File: src/design/pcmf_pkg.sv
`timescale 1ns / 1ps
package pcmf_pkg;

   // sample format codes
   localparam logic [2:0] FMT_U8  = 3'd0;
   localparam logic [2:0] FMT_S16 = 3'd1;
   localparam logic [2:0] FMT_S32 = 3'd2;
   localparam logic [2:0] FMT_F32 = 3'd3;
   localparam logic [2:0] FMT_F64 = 3'd4;

   // channel counts
   localparam logic [1:0] CHAN_STEREO = 2'd2;

   // register indexes (paddr bit 2)
   localparam logic REG_FORMAT   = 1'b0;
   localparam logic REG_CHANNELS = 1'b1;

   localparam logic [2:0] FORMAT_RESET   = FMT_F32;
   localparam logic [1:0] CHANNELS_RESET = CHAN_STEREO;

   // IEEE single constants
   localparam logic [31:0] QNAN_BIT    = 32'h0040_0000;
   localparam logic [31:0] DEFAULT_NAN = 32'h7FC0_0000;
   localparam logic [7:0]  EXP_MAX     = 8'hFF;

endpackage

File: src/design/pcmf_cvt.sv
`timescale 1ns / 1ps
// Converts one raw PCM sample to a single-precision bit pattern.
module pcmf_cvt (
   input  logic [2:0]  fmt,
   input  logic [63:0] raw,
   output logic [31:0] fbits
);
   import pcmf_pkg::*;

   // integer path
   logic [31:0] sval;
   logic [4:0]  kscale;
   logic        ineg;
   logic [31:0] mag;
   logic [4:0]  lz;
   logic        found;
   logic [31:0] norm;
   logic [8:0]  iexp;
   logic        irnd;
   logic [30:0] ibody;
   logic [31:0] ibits;

   always_comb begin
      case (fmt)
         FMT_U8: begin
            sval   = {24'd0, raw[7:0]} - 32'd128;
            kscale = 5'd7;
         end
         FMT_S16: begin
            sval   = {{16{raw[15]}}, raw[15:0]};
            kscale = 5'd15;
         end
         default: begin
            sval   = raw[31:0];
            kscale = 5'd31;
         end
      endcase
      ineg = sval[31];
      mag  = ineg ? (32'd0 - sval) : sval;
      // leading zero count
      lz    = 5'd0;
      found = 1'b0;
      for (int i = 31; i >= 0; i--) begin
         if (!found && mag[i]) begin
            found = 1'b1;
            lz    = 5'(31 - i);
         end
      end
      norm  = mag << lz;
      iexp  = 9'd158 - {4'd0, lz} - {4'd0, kscale};
      irnd  = norm[7] & ((|norm[6:0]) | norm[8]);
      ibody = {iexp[7:0], norm[30:8]} + {30'd0, irnd};
      ibits = (mag == 32'd0) ? 32'd0 : {ineg, ibody};
   end

   // double to single path
   logic        dsign;
   logic [10:0] dexp;
   logic [51:0] dman;
   logic [52:0] dm;
   logic [7:0]  ne;
   logic        nrnd;
   logic [30:0] nbody;
   logic [10:0] dsh;
   logic [107:0] dext;
   logic        srnd;
   logic [30:0] sbody;
   logic [31:0] dbits;

   always_comb begin
      dsign = raw[63];
      dexp  = raw[62:52];
      dman  = raw[51:0];
      dm    = {1'b1, dman};
      ne    = 8'(dexp - 11'd896);
      nrnd  = dm[28] & ((|dm[27:0]) | dm[29]);
      nbody = {ne, dm[51:29]} + {30'd0, nrnd};
      dsh   = 11'd926 - dexp;
      dext  = {dm, 55'd0} >> dsh[5:0];
      srnd  = dext[54] & ((|dext[53:0]) | dext[55]);
      sbody = {8'd0, dext[77:55]} + {30'd0, srnd};
      if (dexp == 11'h7FF) begin
         if (dman == 52'd0) dbits = {dsign, EXP_MAX, 23'd0};
         else dbits = {dsign, EXP_MAX, 1'b1, dman[50:29]};
      end else if (dexp == 11'd0) begin
         dbits = {dsign, 31'd0};
      end else if (dexp >= 11'd1151) begin
         dbits = {dsign, EXP_MAX, 23'd0};
      end else if (dexp >= 11'd897) begin
         dbits = {dsign, nbody};
      end else if (dexp < 11'd872) begin
         dbits = {dsign, 31'd0};
      end else begin
         dbits = {dsign, sbody};
      end
   end

   // format select
   always_comb begin
      case (fmt)
         FMT_U8, FMT_S16, FMT_S32: fbits = ibits;
         FMT_F32:                  fbits = raw[31:0];
         FMT_F64:                  fbits = dbits;
         default:                  fbits = 32'd0;
      endcase
   end

endmodule

File: src/design/pcm_to_float_mono_downmix_unit.sv
`timescale 1ns / 1ps
// Channel  Direction  Payload
// req      in         tdata[63:0] left_raw, tdata[127:64] right_raw
// rsp      out        tdata[31:0] mono_sample
// csr      in/out     APB, 0x0 sample_format, 0x4 channel_count
//
// Five register stages: convert, align, add, normalize/round, halve/select.
// One request per cycle unless the output stalls.
// Each stage advances when it is empty or the next one advances, so bubbles
// close up under a stall and nothing is lost or repeated.
// Synchronous reset clears valid bits and both registers (format 3, stereo).
module pcm_to_float_mono_downmix_unit (
   input  logic         clock,
   input  logic         reset,
   input  logic         req_tvalid,
   output logic         req_tready,
   input  logic [127:0] req_tdata,   // [63:0] left_raw, [127:64] right_raw
   output logic         rsp_tvalid,
   input  logic         rsp_tready,
   output logic [31:0]  rsp_tdata,   // [31:0] mono_sample
   input  logic         csr_psel,
   input  logic         csr_penable,
   input  logic         csr_pwrite,
   input  logic [2:0]   csr_paddr,
   input  logic [31:0]  csr_pwdata,
   output logic [31:0]  csr_prdata,
   output logic         csr_pready
);
   import pcmf_pkg::*;

   // configuration registers
   logic [2:0] fmt_ff;
   logic [1:0] chan_ff;
   logic       csr_wr;

   assign csr_wr     = csr_psel & csr_penable & csr_pwrite & csr_pready;
   assign csr_pready = 1'b1;

   always_ff @(posedge clock) begin
      if (reset) begin
         fmt_ff  <= FORMAT_RESET;
         chan_ff <= CHANNELS_RESET;
      end else if (csr_wr) begin
         if (csr_paddr[2] == REG_FORMAT) fmt_ff <= csr_pwdata[2:0];
         else chan_ff <= csr_pwdata[1:0];
      end
   end

   always_comb begin
      if (csr_paddr[2] == REG_CHANNELS) csr_prdata = {30'd0, chan_ff};
      else csr_prdata = {29'd0, fmt_ff};
   end

   // stage handshake
   logic [4:0] vld_ff;
   logic [4:0] adv;

   always_comb begin
      adv[4] = !vld_ff[4] || rsp_tready;
      for (int i = 3; i >= 0; i--) adv[i] = !vld_ff[i] || adv[i+1];
   end

   assign req_tready = adv[0];
   assign rsp_tvalid = vld_ff[4];

   always_ff @(posedge clock) begin
      if (reset) begin
         vld_ff <= 5'd0;
      end else begin
         if (adv[0]) vld_ff[0] <= req_tvalid;
         for (int i = 1; i < 5; i++) if (adv[i]) vld_ff[i] <= vld_ff[i-1];
      end
   end

   // stage 1: convert both channels
   logic [31:0] lc, rc;
   logic [31:0] l1_ff, r1_ff;
   logic        mix1_ff;

   pcmf_cvt u_cvt_left  (.fmt(fmt_ff), .raw(req_tdata[63:0]),   .fbits(lc));
   pcmf_cvt u_cvt_right (.fmt(fmt_ff), .raw(req_tdata[127:64]), .fbits(rc));

   always_ff @(posedge clock) begin
      if (adv[0]) begin
         l1_ff   <= lc;
         r1_ff   <= rc;
         mix1_ff <= (chan_ff == CHAN_STEREO);
      end
   end

   // stage 2: special cases, swap and align
   logic        l_nan, r_nan, l_inf, r_inf;
   logic        byp_in;
   logic [31:0] bypv_in;
   logic        a_big;
   logic [31:0] fb, fs;
   logic [7:0]  eb, es;
   logic [23:0] sb, ss;
   logic [7:0]  dexp;
   logic [4:0]  dd;
   logic [53:0] sext;
   logic [26:0] sml_in;

   logic        byp2_ff, sub2_ff, sgn2_ff, sand2_ff;
   logic [31:0] bypv2_ff;
   logic [7:0]  exp2_ff;
   logic [26:0] big2_ff, sml2_ff;

   always_comb begin
      l_nan = (l1_ff[30:23] == EXP_MAX) && (l1_ff[22:0] != 23'd0);
      r_nan = (r1_ff[30:23] == EXP_MAX) && (r1_ff[22:0] != 23'd0);
      l_inf = (l1_ff[30:0] == {EXP_MAX, 23'd0});
      r_inf = (r1_ff[30:0] == {EXP_MAX, 23'd0});
      byp_in  = 1'b1;
      bypv_in = l1_ff;
      if (!mix1_ff) bypv_in = l1_ff;
      else if (l_nan) bypv_in = l1_ff | QNAN_BIT;
      else if (r_nan) bypv_in = r1_ff | QNAN_BIT;
      else if (l_inf && r_inf && (l1_ff[31] != r1_ff[31])) bypv_in = DEFAULT_NAN;
      else if (l_inf) bypv_in = l1_ff;
      else if (r_inf) bypv_in = r1_ff;
      else byp_in = 1'b0;
      // larger magnitude first
      a_big = (l1_ff[30:0] >= r1_ff[30:0]);
      fb    = a_big ? l1_ff : r1_ff;
      fs    = a_big ? r1_ff : l1_ff;
      eb    = (fb[30:23] == 8'd0) ? 8'd1 : fb[30:23];
      es    = (fs[30:23] == 8'd0) ? 8'd1 : fs[30:23];
      sb    = {(fb[30:23] != 8'd0), fb[22:0]};
      ss    = {(fs[30:23] != 8'd0), fs[22:0]};
      dexp  = eb - es;
      dd    = (dexp > 8'd26) ? 5'd27 : dexp[4:0];
      sext  = {ss, 3'd0, 27'd0} >> dd;
      sml_in = {sext[53:28], sext[27] | (|sext[26:0])};
   end

   always_ff @(posedge clock) begin
      if (adv[1]) begin
         byp2_ff  <= byp_in;
         bypv2_ff <= bypv_in;
         sub2_ff  <= l1_ff[31] ^ r1_ff[31];
         sgn2_ff  <= fb[31];
         sand2_ff <= l1_ff[31] & r1_ff[31];
         exp2_ff  <= eb;
         big2_ff  <= {sb, 3'd0};
         sml2_ff  <= sml_in;
      end
   end

   // stage 3: add or subtract, count leading zeros
   logic [27:0] sum_in;
   logic [4:0]  lz_in;
   logic        lz_found;

   logic        byp3_ff, sgn3_ff, sand3_ff;
   logic [31:0] bypv3_ff;
   logic [7:0]  exp3_ff;
   logic [27:0] sum3_ff;
   logic [4:0]  lz3_ff;

   always_comb begin
      sum_in = sub2_ff ? ({1'b0, big2_ff} - {1'b0, sml2_ff})
                       : ({1'b0, big2_ff} + {1'b0, sml2_ff});
      lz_in    = 5'd28;
      lz_found = 1'b0;
      for (int i = 27; i >= 0; i--) begin
         if (!lz_found && sum_in[i]) begin
            lz_found = 1'b1;
            lz_in    = 5'(27 - i);
         end
      end
   end

   always_ff @(posedge clock) begin
      if (adv[2]) begin
         byp3_ff  <= byp2_ff;
         bypv3_ff <= bypv2_ff;
         sgn3_ff  <= sgn2_ff;
         sand3_ff <= sand2_ff;
         exp3_ff  <= exp2_ff;
         sum3_ff  <= sum_in;
         lz3_ff   <= lz_in;
      end
   end

   // stage 4: normalize and round the sum to single
   logic [7:0]  lzm1, em1, nsh;
   logic [26:0] m27;
   logic [8:0]  eout;
   logic [7:0]  efield;
   logic        srnd;
   logic [31:0] rbody;
   logic [31:0] sum_bits;

   logic        byp4_ff;
   logic [31:0] bypv4_ff, sum4_ff;

   always_comb begin
      lzm1 = {3'd0, lz3_ff} - 8'd1;
      em1  = exp3_ff - 8'd1;
      nsh  = (lzm1 < em1) ? lzm1 : em1;
      if (sum3_ff[27]) begin
         m27  = {sum3_ff[27:2], sum3_ff[1] | sum3_ff[0]};
         eout = {1'b0, exp3_ff} + 9'd1;
      end else begin
         m27  = sum3_ff[26:0] << nsh[4:0];
         eout = {1'b0, exp3_ff} - {1'b0, nsh};
      end
      efield = m27[26] ? eout[7:0] : 8'd0;
      srnd   = m27[2] & (m27[1] | m27[0] | m27[3]);
      rbody  = {1'b0, efield, m27[25:3]} + {31'd0, srnd};
      if (sum3_ff == 28'd0) sum_bits = {sand3_ff, 31'd0};
      else if (eout >= 9'd255 && m27[26]) sum_bits = {sgn3_ff, EXP_MAX, 23'd0};
      else sum_bits = {sgn3_ff, rbody[30:0]};
   end

   always_ff @(posedge clock) begin
      if (adv[3]) begin
         byp4_ff  <= byp3_ff;
         bypv4_ff <= bypv3_ff;
         sum4_ff  <= sum_bits;
      end
   end

   // stage 5: halve, select the result
   logic [7:0]  he;
   logic [23:0] hsig;
   logic        hrnd;
   logic [30:0] hbody;
   logic [31:0] half_bits;
   logic [31:0] out_ff;

   always_comb begin
      he    = sum4_ff[30:23];
      hsig  = {he[0], sum4_ff[22:0]};
      hrnd  = hsig[0] & hsig[1];
      hbody = {8'd0, hsig[23:1]} + {30'd0, hrnd};
      if (he == EXP_MAX) half_bits = sum4_ff;
      else if (he >= 8'd2) half_bits = {sum4_ff[31], he - 8'd1, sum4_ff[22:0]};
      else half_bits = {sum4_ff[31], hbody};
   end

   always_ff @(posedge clock) begin
      if (adv[4]) out_ff <= byp4_ff ? bypv4_ff : half_bits;
   end

   assign rsp_tdata = out_ff;

endmodule

File: config.mk
export PLATFORM = sky130hd
export DESIGN_NAME = pcm_to_float_mono_downmix_unit
export DESIGN_NICKNAME = d
export VERILOG_FILES = /design/src/design/pcmf_pkg.sv /design/src/design/pcmf_cvt.sv /design/src/design/pcm_to_float_mono_downmix_unit.sv
export SDC_FILE = /design/constraint.sdc
export NUM_CORES = 2
export LEC_CHECK = 0
export BUFFER_PORTS_ARGS = -buffer_cell sky130_fd_sc_hd__buf_2
export CAP_MARGIN = 20
export CORE_MARGIN = 8
export CORE_UTILIZATION = 45
export DETAILED_ROUTE_END_ITERATION = 10
export HOLD_SLACK_MARGIN = 0.06
export SLEW_MARGIN = 25
export SYNTH_ARGS = -nofsm -noshare
export SYNTH_HDL_FRONTEND = slang
export SYNTH_SLANG_ARGS = --single-unit
File: constraint.sdc
create_clock -name clock -period 9 [get_ports clock]
set_clock_uncertainty 0.05 [all_clocks]
set_input_delay 1.35 -clock clock [delete_from_list [all_inputs] [get_ports clock]]
set_output_delay 1.35 -clock clock [all_outputs]
set_load 0.03 [all_outputs]
Yosys cells after proc, flatten, opt, wreduce, memory -nomap -nowiden:

Index checks and enable logic that the tools add are counted.

* register bits: 343

* $add $sub $neg: 28
* $lt $le $gt $ge: 11
* equality and inequality tests: 13
* shift operators: 6
* mux-type cells: 222
* bitwise operators: 24
* reductions and logical operators: 222

Operators by type and width (number)
* 31-bit two-way mux: 14
* 32-bit two-way mux: 13
* 5-bit two-way mux: 49
* 108-bit by 6-bit >> shifter with 78-bit output: 2
* 32-bit one-hot mux with 3 select lines: 2
* 31-bit by 1-bit adder with 31-bit output: 5
* 32-bit one-hot mux with 2 select lines: 2
* 54-bit OR reduction: 2
* 52-bit logical NOT: 2
* 4-bit two-way mux: 24
* 1-bit logical AND: 94
* 1-bit logical NOT: 94
* 1-bit two-way mux: 93
* 23-bit by 1-bit adder with 24-bit output: 3
* 32-bit logical NOT: 2
* 32-bit by 5-bit left shift with 31-bit output: 2
* 1-bit by 32-bit subtractor with 32-bit output (first input constant): 2
* 31-bit == test (second input constant): 2
* 28-bit OR reduction: 2
* 54-bit by 5-bit >> shifter with 54-bit output: 1
* 23-bit two-way mux: 2
* 23-bit nonzero test: 2
* 8-bit two-way mux: 4
* 31-bit >= comparator: 1
* other kinds (51): 107

Depth between registers and ports, before layout:

* depth after elaboration: 105
* gate-level depth with buffers: 43
* mapped depth without buffers: 37

By module:

From an unflattened synthesis, not the netlist that was laid out.

* cell total of the unflattened synthesis: 5673
* area total of the unflattened synthesis: 45009.4 µm²

Modules (own cells, without submodules)
* pcm_to_float_mono_downmix_unit: instances 1, cells each 2452, area each 23422.5 µm², seq. area each 10199.8 µm²
* pcmf_cvt (u_cvt_right): instances 1, cells each 1618, area each 10859.2 µm², seq. area each 0.0 µm²
* pcmf_cvt (u_cvt_left): instances 1, cells each 1603, area each 10727.8 µm², seq. area each 0.0 µm²

Worst setup path after synthesis:

Ideal clock, no wire load.

* kind: register -> register
* from: register l1_ff[1]
* to: register sml2_ff[0], data pin
* setup time: 0.267 ns
* arrival: 9.308 ns
* required time: 8.683 ns
* slack: -0.624 ns
* stages on the path, launching flop included: 37
* buffers on the path: 6
* period minus slack after synthesis: 9.624 ns
* cells stage by stage: edfxtp_1 ha_1 nor2b_1 o21a_1 o21a_1 o21a_1 o21a_1 o21a_1 o21ai_0 nand2b_1 a2111oi_0 o41ai_1 clkbuf_1 clkbuf_1 clkbuf_1 buf_1 mux2i_1 ha_1 nor2b_1 o21ai_0 a21boi_0 o21a_1 or3_1 a211oi_1 nor3_1 nor4b_1 clkbuf_1 clkbuf_1 mux2i_1 mux2i_1 mux2_2 mux2i_1 mux2i_1 or4_1 or4b_2 nor3_1 o211ai_1

* longest elaborated chain between the ends: 10
* elaborated cells between the ends (all ways): 14
* those cells by class: add/sub (1); order compare (2); shift (1); mux (5); bitwise (1); reduce/logical (4)

RTL lines
* from (decl): line pcm_to_float_mono_downmix_unit.sv:77 `logic [31:0] l1_ff, r1_ff;`
* from (signal assigned): line pcm_to_float_mono_downmix_unit.sv:85 `l1_ff <= lc;`
* 31-bit >= comparator: line pcm_to_float_mono_downmix_unit.sv:124 `a_big = (l1_ff[30:0] >= r1_ff[30:0]);`
* 32-bit two-way mux / 31-bit two-way mux (equally long branches): line pcm_to_float_mono_downmix_unit.sv:125, pcm_to_float_mono_downmix_unit.sv:126
* 8-bit logical NOT (on tied branches): line pcm_to_float_mono_downmix_unit.sv:127, pcm_to_float_mono_downmix_unit.sv:128
* 8-bit two-way mux (on tied branches): line pcm_to_float_mono_downmix_unit.sv:127, pcm_to_float_mono_downmix_unit.sv:128
* 8-bit subtractor: line pcm_to_float_mono_downmix_unit.sv:131 `dexp = eb - es;`
* 8-bit by 5-bit greater-than comparator with 1-bit output: line pcm_to_float_mono_downmix_unit.sv:132 `dd = (dexp > 8'd26) ? 5'd27 : dexp[4:0];`
* 5-bit two-way mux: line pcm_to_float_mono_downmix_unit.sv:132
* 54-bit by 5-bit >> shifter with 54-bit output (*): line pcm_to_float_mono_downmix_unit.sv:133 `sext = {ss, 3'd0, 27'd0} >> dd;`
* 27-bit OR reduction: line pcm_to_float_mono_downmix_unit.sv:134 `sml_in = {sext[53:28], sext[27] | (|sext[26:0])};`
* 1-bit OR (*): line pcm_to_float_mono_downmix_unit.sv:134
* via sml_in[0]: line pcm_to_float_mono_downmix_unit.sv:102 `logic [26:0] sml_in;`
* to (signal assigned): line pcm_to_float_mono_downmix_unit.sv:146 `sml2_ff <= sml_in;`
* to (decl): line pcm_to_float_mono_downmix_unit.sv:107 `logic [26:0] big2_ff, sml2_ff;`

Mark *: on every way through the listed nets, which the timed path passes. The rest lies on a longest branch.
A chain may end at the register's enable or synchronous reset.

Worst setup path after layout:

* from: register r1_ff[1]
* to: register sml2_ff[0], data pin

* longest elaborated chain between the ends: 10
* elaborated cells between the ends (all ways): 14
* those cells by class: add/sub (1); order compare (2); shift (1); mux (5); bitwise (1); reduce/logical (4)

RTL lines
* from (decl): line pcm_to_float_mono_downmix_unit.sv:77
* from (signal assigned): line pcm_to_float_mono_downmix_unit.sv:86 `r1_ff <= rc;`
* 31-bit >= comparator (*): line pcm_to_float_mono_downmix_unit.sv:124
* 32-bit two-way mux (*): line pcm_to_float_mono_downmix_unit.sv:125 `fb = a_big ? l1_ff : r1_ff;`
* 8-bit logical NOT: line pcm_to_float_mono_downmix_unit.sv:127 `eb = (fb[30:23] == 8'd0) ? 8'd1 : fb[30:23];`
* 8-bit two-way mux (*): line pcm_to_float_mono_downmix_unit.sv:127
* via eb[7]: line pcm_to_float_mono_downmix_unit.sv:97 `logic [7:0] eb, es;`
* 8-bit subtractor (*): line pcm_to_float_mono_downmix_unit.sv:131
* 8-bit by 5-bit greater-than comparator with 1-bit output (*): line pcm_to_float_mono_downmix_unit.sv:132
* 5-bit two-way mux (*): line pcm_to_float_mono_downmix_unit.sv:132
* 54-bit by 5-bit >> shifter with 54-bit output (*): line pcm_to_float_mono_downmix_unit.sv:133
* 27-bit OR reduction: line pcm_to_float_mono_downmix_unit.sv:134
* 1-bit OR (*): line pcm_to_float_mono_downmix_unit.sv:134
* via sml_in[0]: line pcm_to_float_mono_downmix_unit.sv:102

Marked as above.

==> flow_summary.json <==
{
  "status": "complete, no violations",
  "grt_overflow": 0,
  "final_common_cell": "nand2_1",
  "fp.dieH_microns": 325,
  "synth_fa_ha_area_share_pct": 4.11,
  "final_cell_mix": "576 x nand2_1, 440 x nor2_1, 333 x edfxtp_1",
  "yosysWarnings": 0,
  "fin_crit_sh_pct": 97.4,
  "syn_area_sq_mm": 0.0429,
  "cts_made_buffers": 40,
  "place.port_buffers": 175,
  "ys.flop_type": "edfxtp_1",
  "net-switching-power_uw": 7320,
  "setup_tns_ns": 0,
  "drt_iter0_markers": 5442,
  "die_area_sq_mm": 0.106,
  "vias_per_cell": 6.65,
  "synth-edff-count": 333,
  "endpoint_kind": "flip-flop",
  "grt_pass1_vias": 41100,
  "finalHoldViolCount": 0,
  "whs_ns": 0.321,
  "die_w_microns": 325,
  "clockRootBuffer": "clkbuf_16",
  "slew_headroom_pct": 29.5,
  "synth_compound_area_share_pct": 23.7,
  "final_max_slew_viol_count": 0,
  "path_clk_slew_ns": 0.06,
  "hold_class": "flip-flop to flip-flop",
  "p_leak_uw": 0.0178,
  "coreArea_sq_mm": 0.0947,
  "ys_types": 126,
  "rows": 113,
  "switching_share_pct": 51.9,
  "antenna_left": 0,
  "antenna_found_initial": 7,
  "multi_input_area_sq_mm": 0.0307,
  "gp_congestion": 1.02,
  "insertion_delay_ns": 0.61,
  "area_delta_synth_final_pct": 8.97,
  "power_density_mw_per_mm2": 301,
  "drt-total-wl_microns": 167000,
  "initial_core_util_pct": 45.3,
  "critPathRequiredTime_ns": 9.25,
  "num_vias": 43800,
  "max_freq_ghz": 0.114,
  "synth_top_family_by_area": "compound AO/OA/AOI/OAI gates",
  "syn_inst": 5273,
  "grt_max_degree": 77,
  "crit_type": "flip-flop to flip-flop",
  "worstMarginPinSlew_ns": 1.05,
  "cts.sinks": 343,
  "drive_above_1_share_pct": 14.6,
  "async_flop_share_pct": 0,
  "slowest_delay_ns": 0.67,
  "final-seq-area_sq_mm": 0.0102,
  "nets": 5591,
  "worst_slack_ns": 0.237,
  "htreeDepth": 2,
  "clk_path_buf_depth": 3,
  "drv_cap": 0,
  "pwr-share-seq_pct": 19.6,
  "cp-start-kind": "flip-flop",
  "firstDrtPassIters": 8,
  "finalSetupViolCount": 0,
  "synth_xor_area_share_pct": 4.77,
  "dp.final_hpwl_microns": 130000,
  "critPathArrivalTime_ns": 9.01,
  "yosysSeqAreaShare_pct": 23.8,
  "drc_errors": 0,
  "crit_slowest_cell": "or4b_2",
  "nFillCells": 9294,
  "pwr-share-clk_pct": 11.4,
  "post-place-ws_ns": 0.201,
  "post_drt_wl_per_cell_microns": 25.4,
  "grt_pass1_wl_microns": 251000,
  "peakVddDrop_v": 0.000264,
  "cts_tree": "yes",
  "syn_area_per_cell_sq_um": 8.14,
  "grt_usage_pct": 29.6,
  "internal_power_uw": 6780,
  "period_minus_slack_ns": 8.76,
  "synth-simple-area-share_pct": 22.7,
  "synth-seq-cells": 343,
  "pwr-share-comb_pct": 68.9,
  "cp_max_fo": 22,
  "synthMuxAreaShare_pct": 15.0,
  "cp_common_cell": "o21a_1",
  "ios": 237
}
per-layer routing:
layer  global-route usage (%)  share of wire [%]
met1                     38.4                 41
met4                     12.9                5.0
met5                        0              0.040
met3                     5.05                8.7
met2                     48.2                 46
power groups by stage:
stage          sequential, uW  combinational (uW)  clock [uW]
6_report                 2770                9720        1610
5_1_grt                  2800               10500        1710
4_1_cts                  2750                9480        1650
3_5_place_dp             2790                9440           0
3_3_place_gp             2780                9410           0
2_1_floorplan            2710                6680           0
final cells by class:
type / count / area share, %
flip-flops and latches: 343 / 21.8
clock buffers: 46 / 2.19
diodes: 1 / 0.00535
clock inverters: 26 / 0.588
inverters: 181 / 1.45
multi-input cells: 4351 / 65.5
well taps: 1265 / 3.38
repair buffers: 366 / 5.07
what timing repair did:
action,CTS,global route
buffers inserted,0,6
endpoints found under the setup margin,0,1
hold buffers,0,0
gates resized for setup,0,27
per-stage QoR:
step	utilization, %	power [uW]	cells	instance area (sq um)
floorplan	-	9390	5301	43100
global placement	47.8	12200	6497	45300
detailed placement	47.8	12200	6497	45300
CTS	49.2	13900	6569	46600
global route	49.4	15000	6579	46800
finish	49.4	14100	6579	46800
registers in the layout, summed over array words and instances, names as in the netlist, 24 cells and up:
name	flops
sum4_ff	32
bypv2_ff	32
bypv3_ff	32
rsp_tdata	32
sum3_ff	28
l1_ff	32
r1_ff	32
sml2_ff	27
bypv4_ff	32
big2_ff	24
final timing paths:
kind,from,end,slack (ns),cells after the start
worst max-delay path,r1_ff[1],sml2_ff[0],0.24,40
worst max register to register,r1_ff[1],sml2_ff[0],0.24,40
worst min register to register,bypv2_ff[0],bypv3_ff[0],0.32,0
worst min-delay path,bypv2_ff[0],bypv3_ff[0],0.32,0
worst max-delay path, delay by kind of cell (launching register included):
| family | cells | cell delay, ns |
|---|---|---|
| adders and majority gates | 3 | 0.81 |
| muxes | 3 | 0.73 |
| AOI/OAI and AO/OA | 15 | 2.73 |
| buffers and inverters | 6 | 0.99 |
| and+or+nand+nor | 13 | 2.78 |
| DFF | 1 | 0.40 |
cells in the mapped netlist, types with 21 or more instances:
cell type | number | area, sq um
nand2_1 | 578 | 2170
or2_2 | 22 | 138
nor4_1 | 100 | 626
edfxtp_1 | 333 | 10000
a211o_1 | 28 | 245
a21o_1 | 58 | 435
mux2_2 | 76 | 856
a21oi_1 | 321 | 1610
xor2_1 | 100 | 876
a22o_1 | 38 | 333
nand2b_1 | 58 | 363
o221ai_1 | 39 | 342
mux2i_1 | 320 | 3200
buf_4 | 36 | 270
a211oi_1 | 104 | 781
a22oi_1 | 71 | 533
nand3_1 | 160 | 801
inv_1 | 174 | 653
buf_1 | 48 | 180
o22ai_1 | 57 | 357
mux4_2 | 102 | 2300
ha_1 | 133 | 1660
or3_1 | 43 | 269
o21a_1 | 28 | 210
and2_1 | 58 | 363
buf_2 | 37 | 185
xnor2_1 | 134 | 1170
nor2b_1 | 35 | 219
a2111oi_0 | 21 | 184
nand4_1 | 76 | 475
and3_1 | 74 | 463
o211ai_1 | 53 | 398
clkbuf_1 | 292 | 1100
o31ai_1 | 37 | 278
nor2_1 | 444 | 1670
a31oi_1 | 64 | 400
nor3_1 | 153 | 766
o21ai_0 | 307 | 1540
kinds of logic after synthesis:
| family | count (synthesis) |
|---|---|
| AOI/OAI and AO/OA | 1504 |
| xor gates and xnor gates | 234 |
| adders and majority gates | 138 |
| buffers and inverters | 608 |
| DFF | 343 |
| muxes | 504 |
| other | 2 |
| and+or+nand+nor | 1940 |
Power figures use the tool's default switching activity.
